$ cat src/rtl/stereo_gain_bar_meter_hold_defines.svh
// Assertion macros shared by the stereo gain bar meter hold design
`ifndef STEREO_GAIN_BAR_METER_HOLD_DEFINES_SVH
`define STEREO_GAIN_BAR_METER_HOLD_DEFINES_SVH

// Check that a condition implies another in the same cycle
`define SGBM_ASSERT_SAME(label, ante, cons) \
    label: assert property (@(posedge aclk) disable iff (!aresetn) (ante) |-> (cons)) \
        else $error("same-cycle check failed");

// Check that a condition implies another in the next cycle
`define SGBM_ASSERT_NEXT(label, ante, cons) \
    label: assert property (@(posedge aclk) disable iff (!aresetn) (ante) |=> (cons)) \
        else $error("next-cycle check failed");

`endif

$ cat src/rtl/sgbm_pkg.sv
// Types and constants for the stereo gain bar meter hold block
package sgbm_pkg;

    localparam int SEGMENTS  = 11;
    localparam int SAMPLE_W  = 16;
    localparam int GAIN_W    = 10;
    localparam int HOLD_W    = 15;
    localparam int LAMP_W    = 11;
    localparam int VOLT      = 2048;
    localparam int FRAC_W    = 8;
    localparam int PROD_W    = SAMPLE_W + GAIN_W;
    localparam int SCALED_W  = PROD_W - FRAC_W;
    localparam int LIT_W     = (SEGMENTS > LAMP_W) ? SEGMENTS : LAMP_W;
    localparam int ADDR_W    = 4;
    localparam int DATA_W    = 32;

    localparam logic [GAIN_W-1:0] GAIN_RESET     = GAIN_W'(256);
    localparam logic [HOLD_W-1:0] SEG_HOLD_RESET = HOLD_W'(5000);
    localparam logic [HOLD_W-1:0] TOP_HOLD_RESET = HOLD_W'(20000);

    // Register indexes on the configuration port
    typedef enum logic [1:0] {
        REG_GAIN     = 2'd0,
        REG_SEG_HOLD = 2'd1,
        REG_TOP_HOLD = 2'd2
    } reg_idx_t;

    // Hold reload values handed to each meter lane
    typedef struct packed {
        logic [HOLD_W-1:0] segment_hold;
        logic [HOLD_W-1:0] top_hold;
    } hold_cfg_t;

endpackage

$ cat src/rtl/sgbm_gain_lane.sv
// One channel gain lane: registered product, floor scaling, saturation, on gating
module sgbm_gain_lane (
    input  logic                                   aclk,
    input  logic                                   load,
    input  logic signed [sgbm_pkg::SAMPLE_W-1:0]   sample,
    input  logic        [sgbm_pkg::GAIN_W-1:0]     gain,
    input  logic                                   on_flag,
    output logic signed [sgbm_pkg::SAMPLE_W-1:0]   value
);

    logic signed [sgbm_pkg::PROD_W-1:0]   product_reg;
    logic signed [sgbm_pkg::PROD_W-1:0]   product_next;
    logic                                 on_reg;
    logic signed [sgbm_pkg::SCALED_W-1:0] scaled;

    // Multiply sample by unsigned gain
    assign product_next = sgbm_pkg::PROD_W'(sample) * $signed({1'b0, gain});

    // Hold the product of the accepted item
    always_ff @(posedge aclk) begin
        if (load) begin
            product_reg <= product_next;
            on_reg      <= on_flag;
        end
    end

    // Drop fraction bits (floor), then saturate and gate
    assign scaled = product_reg[sgbm_pkg::PROD_W-1:sgbm_pkg::FRAC_W];

    always_comb begin
        if (!on_reg) begin
            value = '0;
        end else if (scaled > sgbm_pkg::SCALED_W'(32767)) begin
            value = 16'sh7FFF;
        end else if (scaled < -sgbm_pkg::SCALED_W'(32768)) begin
            value = -16'sh8000;
        end else begin
            value = scaled[sgbm_pkg::SAMPLE_W-1:0];
        end
    end

endmodule

$ cat src/rtl/sgbm_meter_lane.sv
// One channel meter lane: per-segment threshold compare and hold counters
module sgbm_meter_lane (
    input  logic                                  aclk,
    input  logic                                  aresetn,
    input  logic                                  update,
    input  logic signed [sgbm_pkg::SAMPLE_W-1:0]  value,
    input  sgbm_pkg::hold_cfg_t                   hold_cfg,
    output logic        [sgbm_pkg::LAMP_W-1:0]    lamps
);

    logic [sgbm_pkg::HOLD_W-1:0] count_reg  [sgbm_pkg::SEGMENTS];
    logic [sgbm_pkg::HOLD_W-1:0] count_next [sgbm_pkg::SEGMENTS];
    logic [sgbm_pkg::LIT_W-1:0]  lit;

    // Reload on threshold, light on nonzero, count down
    always_comb begin
        logic [sgbm_pkg::HOLD_W-1:0] loaded;
        logic signed [sgbm_pkg::SAMPLE_W:0] thr;
        lit = '0;
        for (int i = 0; i < sgbm_pkg::SEGMENTS; i++) begin
            thr = (sgbm_pkg::SAMPLE_W+1)'(i * sgbm_pkg::VOLT);
            loaded = count_reg[i];
            if ($signed({value[sgbm_pkg::SAMPLE_W-1], value}) > thr) begin
                loaded = (i == sgbm_pkg::SEGMENTS - 1) ? hold_cfg.top_hold
                                                       : hold_cfg.segment_hold;
            end
            if (loaded != '0) begin
                lit[i]        = 1'b1;
                count_next[i] = loaded - sgbm_pkg::HOLD_W'(1);
            end else begin
                count_next[i] = '0;
            end
        end
    end

    assign lamps = lit[sgbm_pkg::LAMP_W-1:0];

    // Advance counters once per item
    always_ff @(posedge aclk) begin
        if (!aresetn) begin
            for (int i = 0; i < sgbm_pkg::SEGMENTS; i++) begin
                count_reg[i] <= '0;
            end
        end else if (update) begin
            count_reg <= count_next;
        end
    end

endmodule

$ cat src/rtl/stereo_gain_bar_meter_hold.sv
// Top level: config registers, on flag, gain and meter lanes, merged output register
// Pipeline: the product register stage, then the meter stage into the output register.
// Throughput: one item per cycle unless stalled; segment counters all update in parallel.
// The product register stage is the only multiplier path; each lane has its own.
// Reset (synchronous, aresetn low): gain 256, segment hold 5000, top hold 20000,
// on flag set, counters cleared, pipeline empty.
`include "stereo_gain_bar_meter_hold_defines.svh"

module stereo_gain_bar_meter_hold (
    input  logic                                 aclk,
    input  logic                                 aresetn,
    // configuration port
    input  logic                                 psel,
    input  logic                                 penable,
    input  logic                                 pwrite,
    input  logic [sgbm_pkg::ADDR_W-1:0]          paddr,
    input  logic [sgbm_pkg::DATA_W-1:0]          pwdata,
    output logic [sgbm_pkg::DATA_W-1:0]          prdata,
    output logic                                 pready,
    // input channel
    input  logic                                 s_valid,
    output logic                                 s_ready,
    input  logic signed [sgbm_pkg::SAMPLE_W-1:0] s_left_sample,
    input  logic signed [sgbm_pkg::SAMPLE_W-1:0] s_right_sample,
    input  logic signed [sgbm_pkg::SAMPLE_W-1:0] s_send_one_sample,
    input  logic signed [sgbm_pkg::SAMPLE_W-1:0] s_send_two_sample,
    input  logic                                 s_button_level,
    // result channel
    output logic                                 m_valid,
    input  logic                                 m_ready,
    output logic signed [sgbm_pkg::SAMPLE_W-1:0] m_left_out,
    output logic signed [sgbm_pkg::SAMPLE_W-1:0] m_right_out,
    output logic signed [sgbm_pkg::SAMPLE_W-1:0] m_send_one_out,
    output logic signed [sgbm_pkg::SAMPLE_W-1:0] m_send_two_out,
    output logic                                 m_on_lamp,
    output logic        [sgbm_pkg::LAMP_W-1:0]   m_left_segments,
    output logic        [sgbm_pkg::LAMP_W-1:0]   m_right_segments
);

    logic [sgbm_pkg::GAIN_W-1:0] gain_reg;
    logic [sgbm_pkg::HOLD_W-1:0] seg_hold_reg;
    logic [sgbm_pkg::HOLD_W-1:0] top_hold_reg;
    sgbm_pkg::reg_idx_t          reg_idx;
    logic                        cfg_write;
    sgbm_pkg::hold_cfg_t         hold_cfg;

    logic on_flag_reg, on_flag_next;
    logic button_prev_reg;
    logic accept, advance, move;

    logic                                 st1_valid_reg, st1_valid_next;
    logic signed [sgbm_pkg::SAMPLE_W-1:0] st1_send_one_reg;
    logic signed [sgbm_pkg::SAMPLE_W-1:0] st1_send_two_reg;
    logic                                 st1_on_reg;

    logic signed [sgbm_pkg::SAMPLE_W-1:0] left_value, right_value;
    logic [sgbm_pkg::LAMP_W-1:0]          left_lamps, right_lamps;

    logic m_valid_reg, m_valid_next;

    // Decode and write configuration registers
    assign pready    = 1'b1;
    assign reg_idx   = sgbm_pkg::reg_idx_t'(paddr[3:2]);
    assign cfg_write = psel && penable && pwrite;

    always_ff @(posedge aclk) begin
        if (!aresetn) begin
            gain_reg     <= sgbm_pkg::GAIN_RESET;
            seg_hold_reg <= sgbm_pkg::SEG_HOLD_RESET;
            top_hold_reg <= sgbm_pkg::TOP_HOLD_RESET;
        end else if (cfg_write) begin
            case (reg_idx)
                sgbm_pkg::REG_GAIN:     gain_reg     <= pwdata[sgbm_pkg::GAIN_W-1:0];
                sgbm_pkg::REG_SEG_HOLD: seg_hold_reg <= pwdata[sgbm_pkg::HOLD_W-1:0];
                sgbm_pkg::REG_TOP_HOLD: top_hold_reg <= pwdata[sgbm_pkg::HOLD_W-1:0];
                default: ;
            endcase
        end
    end

    // Read back
    always_comb begin
        case (reg_idx)
            sgbm_pkg::REG_GAIN:     prdata = sgbm_pkg::DATA_W'(gain_reg);
            sgbm_pkg::REG_SEG_HOLD: prdata = sgbm_pkg::DATA_W'(seg_hold_reg);
            sgbm_pkg::REG_TOP_HOLD: prdata = sgbm_pkg::DATA_W'(top_hold_reg);
            default:                prdata = '0;
        endcase
    end

    assign hold_cfg.segment_hold = seg_hold_reg;
    assign hold_cfg.top_hold     = top_hold_reg;

    // Pipeline flow control
    assign advance = !m_valid_reg || m_ready;
    assign s_ready = !st1_valid_reg || advance;
    assign accept  = s_valid && s_ready;
    assign move    = st1_valid_reg && advance;

    assign st1_valid_next = s_ready ? s_valid : st1_valid_reg;
    assign m_valid_next   = advance ? st1_valid_reg : m_valid_reg;

    // Toggle the on flag on a rising button edge
    assign on_flag_next = (s_button_level && !button_prev_reg) ? !on_flag_reg : on_flag_reg;

    always_ff @(posedge aclk) begin
        if (!aresetn) begin
            on_flag_reg     <= 1'b1;
            button_prev_reg <= 1'b0;
            st1_valid_reg   <= 1'b0;
            m_valid_reg     <= 1'b0;
        end else begin
            if (accept) begin
                on_flag_reg     <= on_flag_next;
                button_prev_reg <= s_button_level;
            end
            st1_valid_reg <= st1_valid_next;
            m_valid_reg   <= m_valid_next;
        end
    end

    // Hold stage-one pass-through fields
    always_ff @(posedge aclk) begin
        if (accept) begin
            st1_send_one_reg <= s_send_one_sample;
            st1_send_two_reg <= s_send_two_sample;
            st1_on_reg       <= on_flag_next;
        end
    end

    // Gain lanes
    sgbm_gain_lane u_gain_left (
        .aclk    (aclk),
        .load    (accept),
        .sample  (s_left_sample),
        .gain    (gain_reg),
        .on_flag (on_flag_next),
        .value   (left_value)
    );

    sgbm_gain_lane u_gain_right (
        .aclk    (aclk),
        .load    (accept),
        .sample  (s_right_sample),
        .gain    (gain_reg),
        .on_flag (on_flag_next),
        .value   (right_value)
    );

    // Meter lanes
    sgbm_meter_lane u_meter_left (
        .aclk     (aclk),
        .aresetn  (aresetn),
        .update   (move),
        .value    (left_value),
        .hold_cfg (hold_cfg),
        .lamps    (left_lamps)
    );

    sgbm_meter_lane u_meter_right (
        .aclk     (aclk),
        .aresetn  (aresetn),
        .update   (move),
        .value    (right_value),
        .hold_cfg (hold_cfg),
        .lamps    (right_lamps)
    );

    // Merge lane results into the output register
    always_ff @(posedge aclk) begin
        if (move) begin
            m_left_out       <= left_value;
            m_right_out      <= right_value;
            m_send_one_out   <= st1_send_one_reg;
            m_send_two_out   <= st1_send_two_reg;
            m_on_lamp        <= st1_on_reg;
            m_left_segments  <= left_lamps;
            m_right_segments <= right_lamps;
        end
    end

    assign m_valid = m_valid_reg;

    // Checks
    `SGBM_ASSERT_NEXT(a_accept_fills_stage, accept, st1_valid_reg)
    `SGBM_ASSERT_NEXT(a_move_fills_output, move, m_valid_reg)
    `SGBM_ASSERT_SAME(a_off_is_silent, m_valid_reg && !m_on_lamp,
                      m_left_out == '0 && m_right_out == '0)

endmodule

$ cat config.mk
export PLATFORM = sky130hd
export DESIGN_NAME = stereo_gain_bar_meter_hold
export DESIGN_NICKNAME = d
export VERILOG_FILES = /design/src/rtl/sgbm_pkg.sv /design/src/rtl/sgbm_gain_lane.sv /design/src/rtl/sgbm_meter_lane.sv /design/src/rtl/stereo_gain_bar_meter_hold.sv
export VERILOG_INCLUDE_DIRS = /design/src /design/src/rtl
export SDC_FILE = /design/constraint.sdc
export NUM_CORES = 2
export LEC_CHECK = 0
export ABC_AREA = 1
export ABC_CLOCK_PERIOD_IN_PS = 5280
export BUFFER_PORTS_ARGS = -buffer_cell sky130_fd_sc_hd__buf_2
export CORE_AREA = 10 10 293 295
export DETAILED_ROUTE_END_ITERATION = 10
export DIE_AREA = 0 0 303 305
export GPL_TIMING_DRIVEN = 0
export HOLD_SLACK_MARGIN = 0.08
export PLACE_DENSITY = 0.78
export SLEW_MARGIN = 20
export SYNTH_ARGS = -nofsm -noshare
export SYNTH_HDL_FRONTEND = slang
export SYNTH_SLANG_ARGS = --single-unit
$ cat constraint.sdc
create_clock -name aclk -period 5.28 [get_ports aclk]
set_clock_uncertainty 0.05 [all_clocks]
set_input_delay 0.792 -clock aclk [delete_from_list [all_inputs] [get_ports aclk]]
set_output_delay 0.792 -clock aclk [all_outputs]
set_load 0.03 [all_outputs]
**After elaboration in Yosys (flattened, before gate mapping)**

Cells that the tools add are included.

- Register bits after elaboration: 546
- Latch bits: 0
- Bits in writable memories: 0
- ROM bits: 0
- Output and inout port bits: 122
- Word-level logic and storage cells: 204
- Memories: 0

- $add $sub $neg: 22
- $mul: 2
- Div/mod/pow operators: 0
- $lt $le $gt $ge: 26
- Equal/unequal tests: 2
- Shift-type cells: 0
- Multiplexer cells: 74
- Bitwise logic cells: 0
- Reductions and logical operators: 37

Operators with widths:

| operator | count |
|---|---|
| 15-bit 2-to-1 mux | 44 |
| 15-bit nonzero test | 22 |
| 15-bit by 1-bit subtractor with 15-bit output (second input constant) | 22 |
| 16-bit by 15-bit greater-than comparator with 1-bit output (second input constant) | 8 |
| 16-bit greater-than comparator (second input constant) | 6 |
| 16-bit 2-to-1 mux | 6 |
| 16-bit by 14-bit greater-than comparator with 1-bit output (second input constant) | 4 |
| 16-bit by 11-bit multiplier with 26-bit output | 2 |
| 15-bit case mux with 3 select lines | 1 |
| 18-bit by 16-bit greater-than comparator with 1-bit output (second input constant) | 2 |
| 18-bit by 16-bit less-than comparator with 1-bit output (second input constant) | 2 |
| 16-bit by 1-bit greater-than comparator with 1-bit output (second input constant) | 2 |
| 16-bit by 13-bit greater-than comparator with 1-bit output (second input constant) | 2 |
| 1-bit 2-to-1 mux | 23 |
| 2-bit AND reduction | 3 |
| 1-bit logical AND | 5 |
| 1-bit logical NOT | 4 |
| 2-bit by 1-bit == test with 1-bit output (second input constant) | 1 |
| 2-bit == test (second input constant) | 1 |
| 2-bit logical NOT | 1 |
| 1-bit logical OR | 2 |

**Depth between registers and ports, before layout**

- Depth after elaboration: 8
- Depth in mapped cells: 25

**By module**

From an unflattened synthesis, not the netlist that was laid out.

- Cells, all modules: 6963
- Area, all modules: 45966.6 um2

By module, submodules not included:

| module | instances | cells each | area an instance (um2) |
|---|---|---|---|
| sgbm_meter_lane at u_meter_left | 1 | 2288 | 13165.1 |
| sgbm_meter_lane at u_meter_right | 1 | 2332 | 12814.8 |
| sgbm_gain_lane at u_gain_left | 1 | 961 | 7168.1 |
| sgbm_gain_lane at u_gain_right | 1 | 940 | 7078.0 |
| stereo_gain_bar_meter_hold | 1 | 442 | 5740.5 |

**Worst setup path before layout**

Ideal clock, no wire load.

- Path type: input -> register
- Start point: input port s_right_sample[15] in the netlist's numbering
- End point: register u_gain_right.product_reg[23] in the netlist's numbering, data pin
- Library setup time: 0.264 ns
- Data arrival time: 5.245 ns
- Setup slack: -0.278 ns
- Cell stages on the path: 17
- Path through: clkbuf_1 -> nand2_1 -> fa_1 -> inv_1 -> fa_1 -> fa_1 -> fa_1 -> inv_1 -> fa_1 -> inv_1 -> ha_1 -> nand2_1 -> nor4_1 -> nand2_1 -> o211ai_1 -> a31oi_1 -> xor2_1

- Word-level cells in the longest chain between the ends: 1

RTL lines:

| what | line | text |
|---|---|---|
| start, declared | stereo_gain_bar_meter_hold.sv:24 | `input logic signed [sgbm_pkg::SAMPLE_W-1:0] s_right_sample,` |
| 16-bit by 11-bit multiplier with 26-bit output | sgbm_gain_lane.sv:17 | `assign product_next = sgbm_pkg::PROD_W'(sample) * $signed({1'b0, gain});` |
| named net u_gain_right.product_next, one bit | sgbm_gain_lane.sv:12 | `logic signed [sgbm_pkg::PROD_W-1:0] product_next;` |
| end signal, assigned | sgbm_gain_lane.sv:22 | `product_reg <= product_next;` |
| end, declared | sgbm_gain_lane.sv:11 | `logic signed [sgbm_pkg::PROD_W-1:0] product_reg;` |

The timed path passes the listed nets, and every way through them passes these cells.
A chain may end at the register's enable or synchronous reset.

**Worst setup path in the final report**

- Start point: register seg_hold_reg[5] in the netlist's numbering
- End point: output port prdata[5] in the netlist's numbering

- Word-level cells in the longest chain between the ends: 1

RTL lines:

| what | line | text |
|---|---|---|
| start, declared | stereo_gain_bar_meter_hold.sv:41 | `logic [sgbm_pkg::HOLD_W-1:0] seg_hold_reg;` |
| start signal, assigned | stereo_gain_bar_meter_hold.sv:69 | `seg_hold_reg <= sgbm_pkg::SEG_HOLD_RESET;` |
| start signal, assigned | stereo_gain_bar_meter_hold.sv:74 | `sgbm_pkg::REG_SEG_HOLD: seg_hold_reg <= pwdata[sgbm_pkg::HOLD_W-1:0];` |
| 15-bit case mux with 3 select lines | stereo_gain_bar_meter_hold.sv:83 | `case (reg_idx)` |
| end, declared | stereo_gain_bar_meter_hold.sv:18 | `output logic [sgbm_pkg::DATA_W-1:0] prdata,` |

No other way between the ends.

==> impl_metrics.sql <==
INSERT INTO impl_metrics (metric_group, metric, value, unit) VALUES
('outcome', 'result_of_the_run', 'complete, but fails checks', ''),
('outcome', 'failed_checks', 'setup timing', ''),
('drt', 'vias_per_cell', '5.52', ''),
('power_and_ir_drop', 'sequentialPowerShare', '27.2', '%'),
('clock_tree', 'cts-buffers-inserted', '61', ''),
('yosys', 'synthesis.area', '0.0453', 'mm2'),
('timing', 'timing_worst_slew_pin_value', '1.30', 'ns'),
('floorplan', 'die_w', '303', 'um'),
('clock_tree', 'clkTransAtPathRegs', '0.06', 'ns'),
('placed_design', 'gp_routability_congestion', '1.01', ''),
('setup_path', 'critPathBufInv', '4', ''),
('floorplan', 'i_o_pins', '230', ''),
('setup_path', 'critical-path-top-delay-family', 'buffers and inverters', ''),
('setup_path', 'rrSetupSlack', '0.11', 'ns'),
('clock_tree', 'cts-root-buf', 'clkbuf_16', ''),
('yosys', 'synth_top_area_share', '20.8', '%'),
('clock_tree', 'clk_path_buf_depth', '3', ''),
('power_and_ir_drop', 'leakage', '0.0255', 'uW'),
('drt', 'drt_wl_total', '153000', 'um'),
('timing', 'finalMaxSlewViolations', '0', ''),
('floorplan', 'initial_utilization', '56.7', '%'),
('yosys', 'synth-edff-count', '156', ''),
('clock_tree', 'cts_tree', 'built', ''),
('global_route', 'grt_max_degree', '57', ''),
('timing', 'rsz0062_at_grt', 'yes', ''),
('timing', 'fin_setup_tns', '-0.00917', 'ns'),
('finish', 'post_route_cells_drive_above_1_share', '10.3', '%'),
('drt', 'detail_route_antenna_nets', '0', ''),
('floorplan', 'floorplan.rows', '104', ''),
('floorplan', 'die_h', '305', 'um'),
('drt', 'drc', '0', ''),
('run', 'max-cap-violations', '0', ''),
('setup_path', 'critPathSlowestCell', 'clkinv_1', ''),
('power_and_ir_drop', 'power.switching', '8310', 'uW'),
('power_and_ir_drop', 'power.share.switching', '44.8', '%'),
('drt', 'drtPass1Iterations', '8', ''),
('setup_path', 'timing.critical_path.arrival', '4.45', 'ns'),
('yosys', 'async_reset_ff_share', '0', '%'),
('timing', 'final-hold-violation-count', '0', ''),
('finish', 'most_common_cell_after_layout_fill_and_taps_aside', 'nand2_1', ''),
('power_and_ir_drop', 'power_frac_clock', '24.0', '%'),
('global_route', 'overflow', '0', ''),
('min_path', 'hold_path.class', 'input pin to register', ''),
('timing', 'setup_slack', '-0.00917', 'ns'),
('timing', 'max_slew_margin', '13.6', '%'),
('yosys', 'ys_ff_latch', '530', ''),
('yosys', 'main_synth_ff_type', 'dfxtp_1', ''),
('timing', 'min_period', '5.29', 'ns'),
('finish', 'multi_input_combinational_cell_area', '0.0277', 'mm2'),
('placed_design', 'detailedPlacementHpwl', '113000', 'um'),
('finish', 'layout_common_cells', 'nand2_1 (2,502), inv_1 (1,053), nand3_1 (543), nor2_1 (435), a21oi_1 (406)', ''),
('clock_tree', 'h-tree-depth', '2', ''),
('power_and_ir_drop', 'powerDensity', '368', 'mW/mm2'),
('finish', 'seq_area', '0.0122', 'mm2'),
('floorplan', 'core', '0.0799', 'mm2'),
('finish', 'area_growth', '11.3', '%'),
('floorplan', 'dieArea', '0.0924', 'mm2'),
('placed_design', 'io_buffer_count', '159', ''),
('yosys', 'yosysUniqueCellTypes', '52', ''),
('setup_path', 'critical-path-max-stage-delay', '1.26', 'ns'),
('timing', 'setup_viol_count_final', '1', ''),
('setup_path', 'cp_max_fo', '10', ''),
('power_and_ir_drop', 'internal-power', '10200', 'uW'),
('power_and_ir_drop', 'combinationalPowerShare', '48.7', '%'),
('global_route', 'grt_antenna_before_repair', '4', ''),
('yosys', 'netlist.top_cell.by_area', 'nand2_1', ''),
('finish', 'num-fill-cells', '7492', ''),
('setup_path', 'path_cells', 'clkbuf_1, clkinv_1, clkbuf_2, o221ai_1, buf_2', ''),
('drt', 'detail_route.wl_per_cell', '18.5', 'um'),
('timing', 'max_clock_freq', '189', 'MHz'),
('setup_path', 'type_of_the_worst_setup_path', 'register to output pin', '');
## synth_stat cells, drive strengths merged (122+ instances only)
| cell | number |
|---|---|
| a21oi | 421 |
| inv | 1081 |
| dfxtp | 374 |
| clkbuf | 183 |
| ha | 122 |
| edfxtp | 156 |
| nor2 | 513 |
| fa | 282 |
| nand2 | 2575 |
| buf | 144 |
| o21ai | 227 |
| nand3 | 548 |
## power by group through the flow
stage	registers, uW	clock network (uW)	logic (uW)
floorplan	5120	0	6760
global placement	5100	0	8590
detailed placement	5110	0	8690
CTS	5030	4490	8760
global route	5090	4640	10200
finish	5040	4450	9030
## layout make-up
cell class / count / share of cell area [%]
Clock buffer: 76 / 3.28
Sequential cell: 530 / 24.2
Clock inverter: 38 / 0.832
Antenna cell: 4 / 0.0199
Inverter: 1091 / 8.13
Buffer: 319 / 3.86
Timing Repair Buffer: 182 / 2.03
Tap cell: 1060 / 2.63
Multi-Input combinational cell: 4959 / 55.0
## worst paths after layout
path	from	end	cells after the start
worst min register to register	st1_send_two_reg[4]	m_send_two_out[4]	0
worst max-delay path	seg_hold_reg[5]	prdata[5]	5
worst max register to register	gain_reg[4]	u_gain_left.product_reg[23]	21
worst min-delay path	s_send_one_sample[4]	st1_send_one_reg[4]	1
## per-layer routing
| metal | track usage (%) | share of wire (%) | routed length, um |
|---|---|---|---|
| met1 | 42.2 | 40 | 61300 |
| met2 | 49.8 | 44 | 66800 |
| met3 | 6.65 | 11 | 17100 |
| met4 | 15.0 | 5.2 | 7910 |
| met5 | 0 | 0 | 0 |
## cell families (layout without fill, tap and decap cells)
kind of cell               Yosys count  count (layout)  synth area share, %
adders and majority gates          404             404                 15.8
DFF                                530             530                 26.9
other                                2              22               0.0166
AOI/OAI and AO/OA                  707             707                 8.44
buffers and inverters             1418            1706                 12.7
and+or+nand+nor                   3745            3745                 34.4
xor gates and xnor gates            85              85                 1.64
## timing repair
action / in CTS / in global routing
hold buffers: 0 / 0
endpoints found under the setup margin: 34 / 21
gates resized for setup: 72 / 86
gates cloned: 0 / 0
buffers inserted: 4 / 15
pin swaps: 2 / 10
## through the flow
step	util [%]	instances	area, um2	setup slack [ns]	hold WS [ns]
finish	63.1	8259	50400	-0.00917	0.265
global route	63.1	8255	50400	-0.0555	0.256
CTS	62.6	8240	50000	0.000120	0.237
detailed placement	59.8	8130	47800	-1.11	0.355
global placement	59.6	8126	47600	-1.71	0.350
floorplan	-	6907	45500	0.000620	0.350
Power figures use the tool's default switching activity.
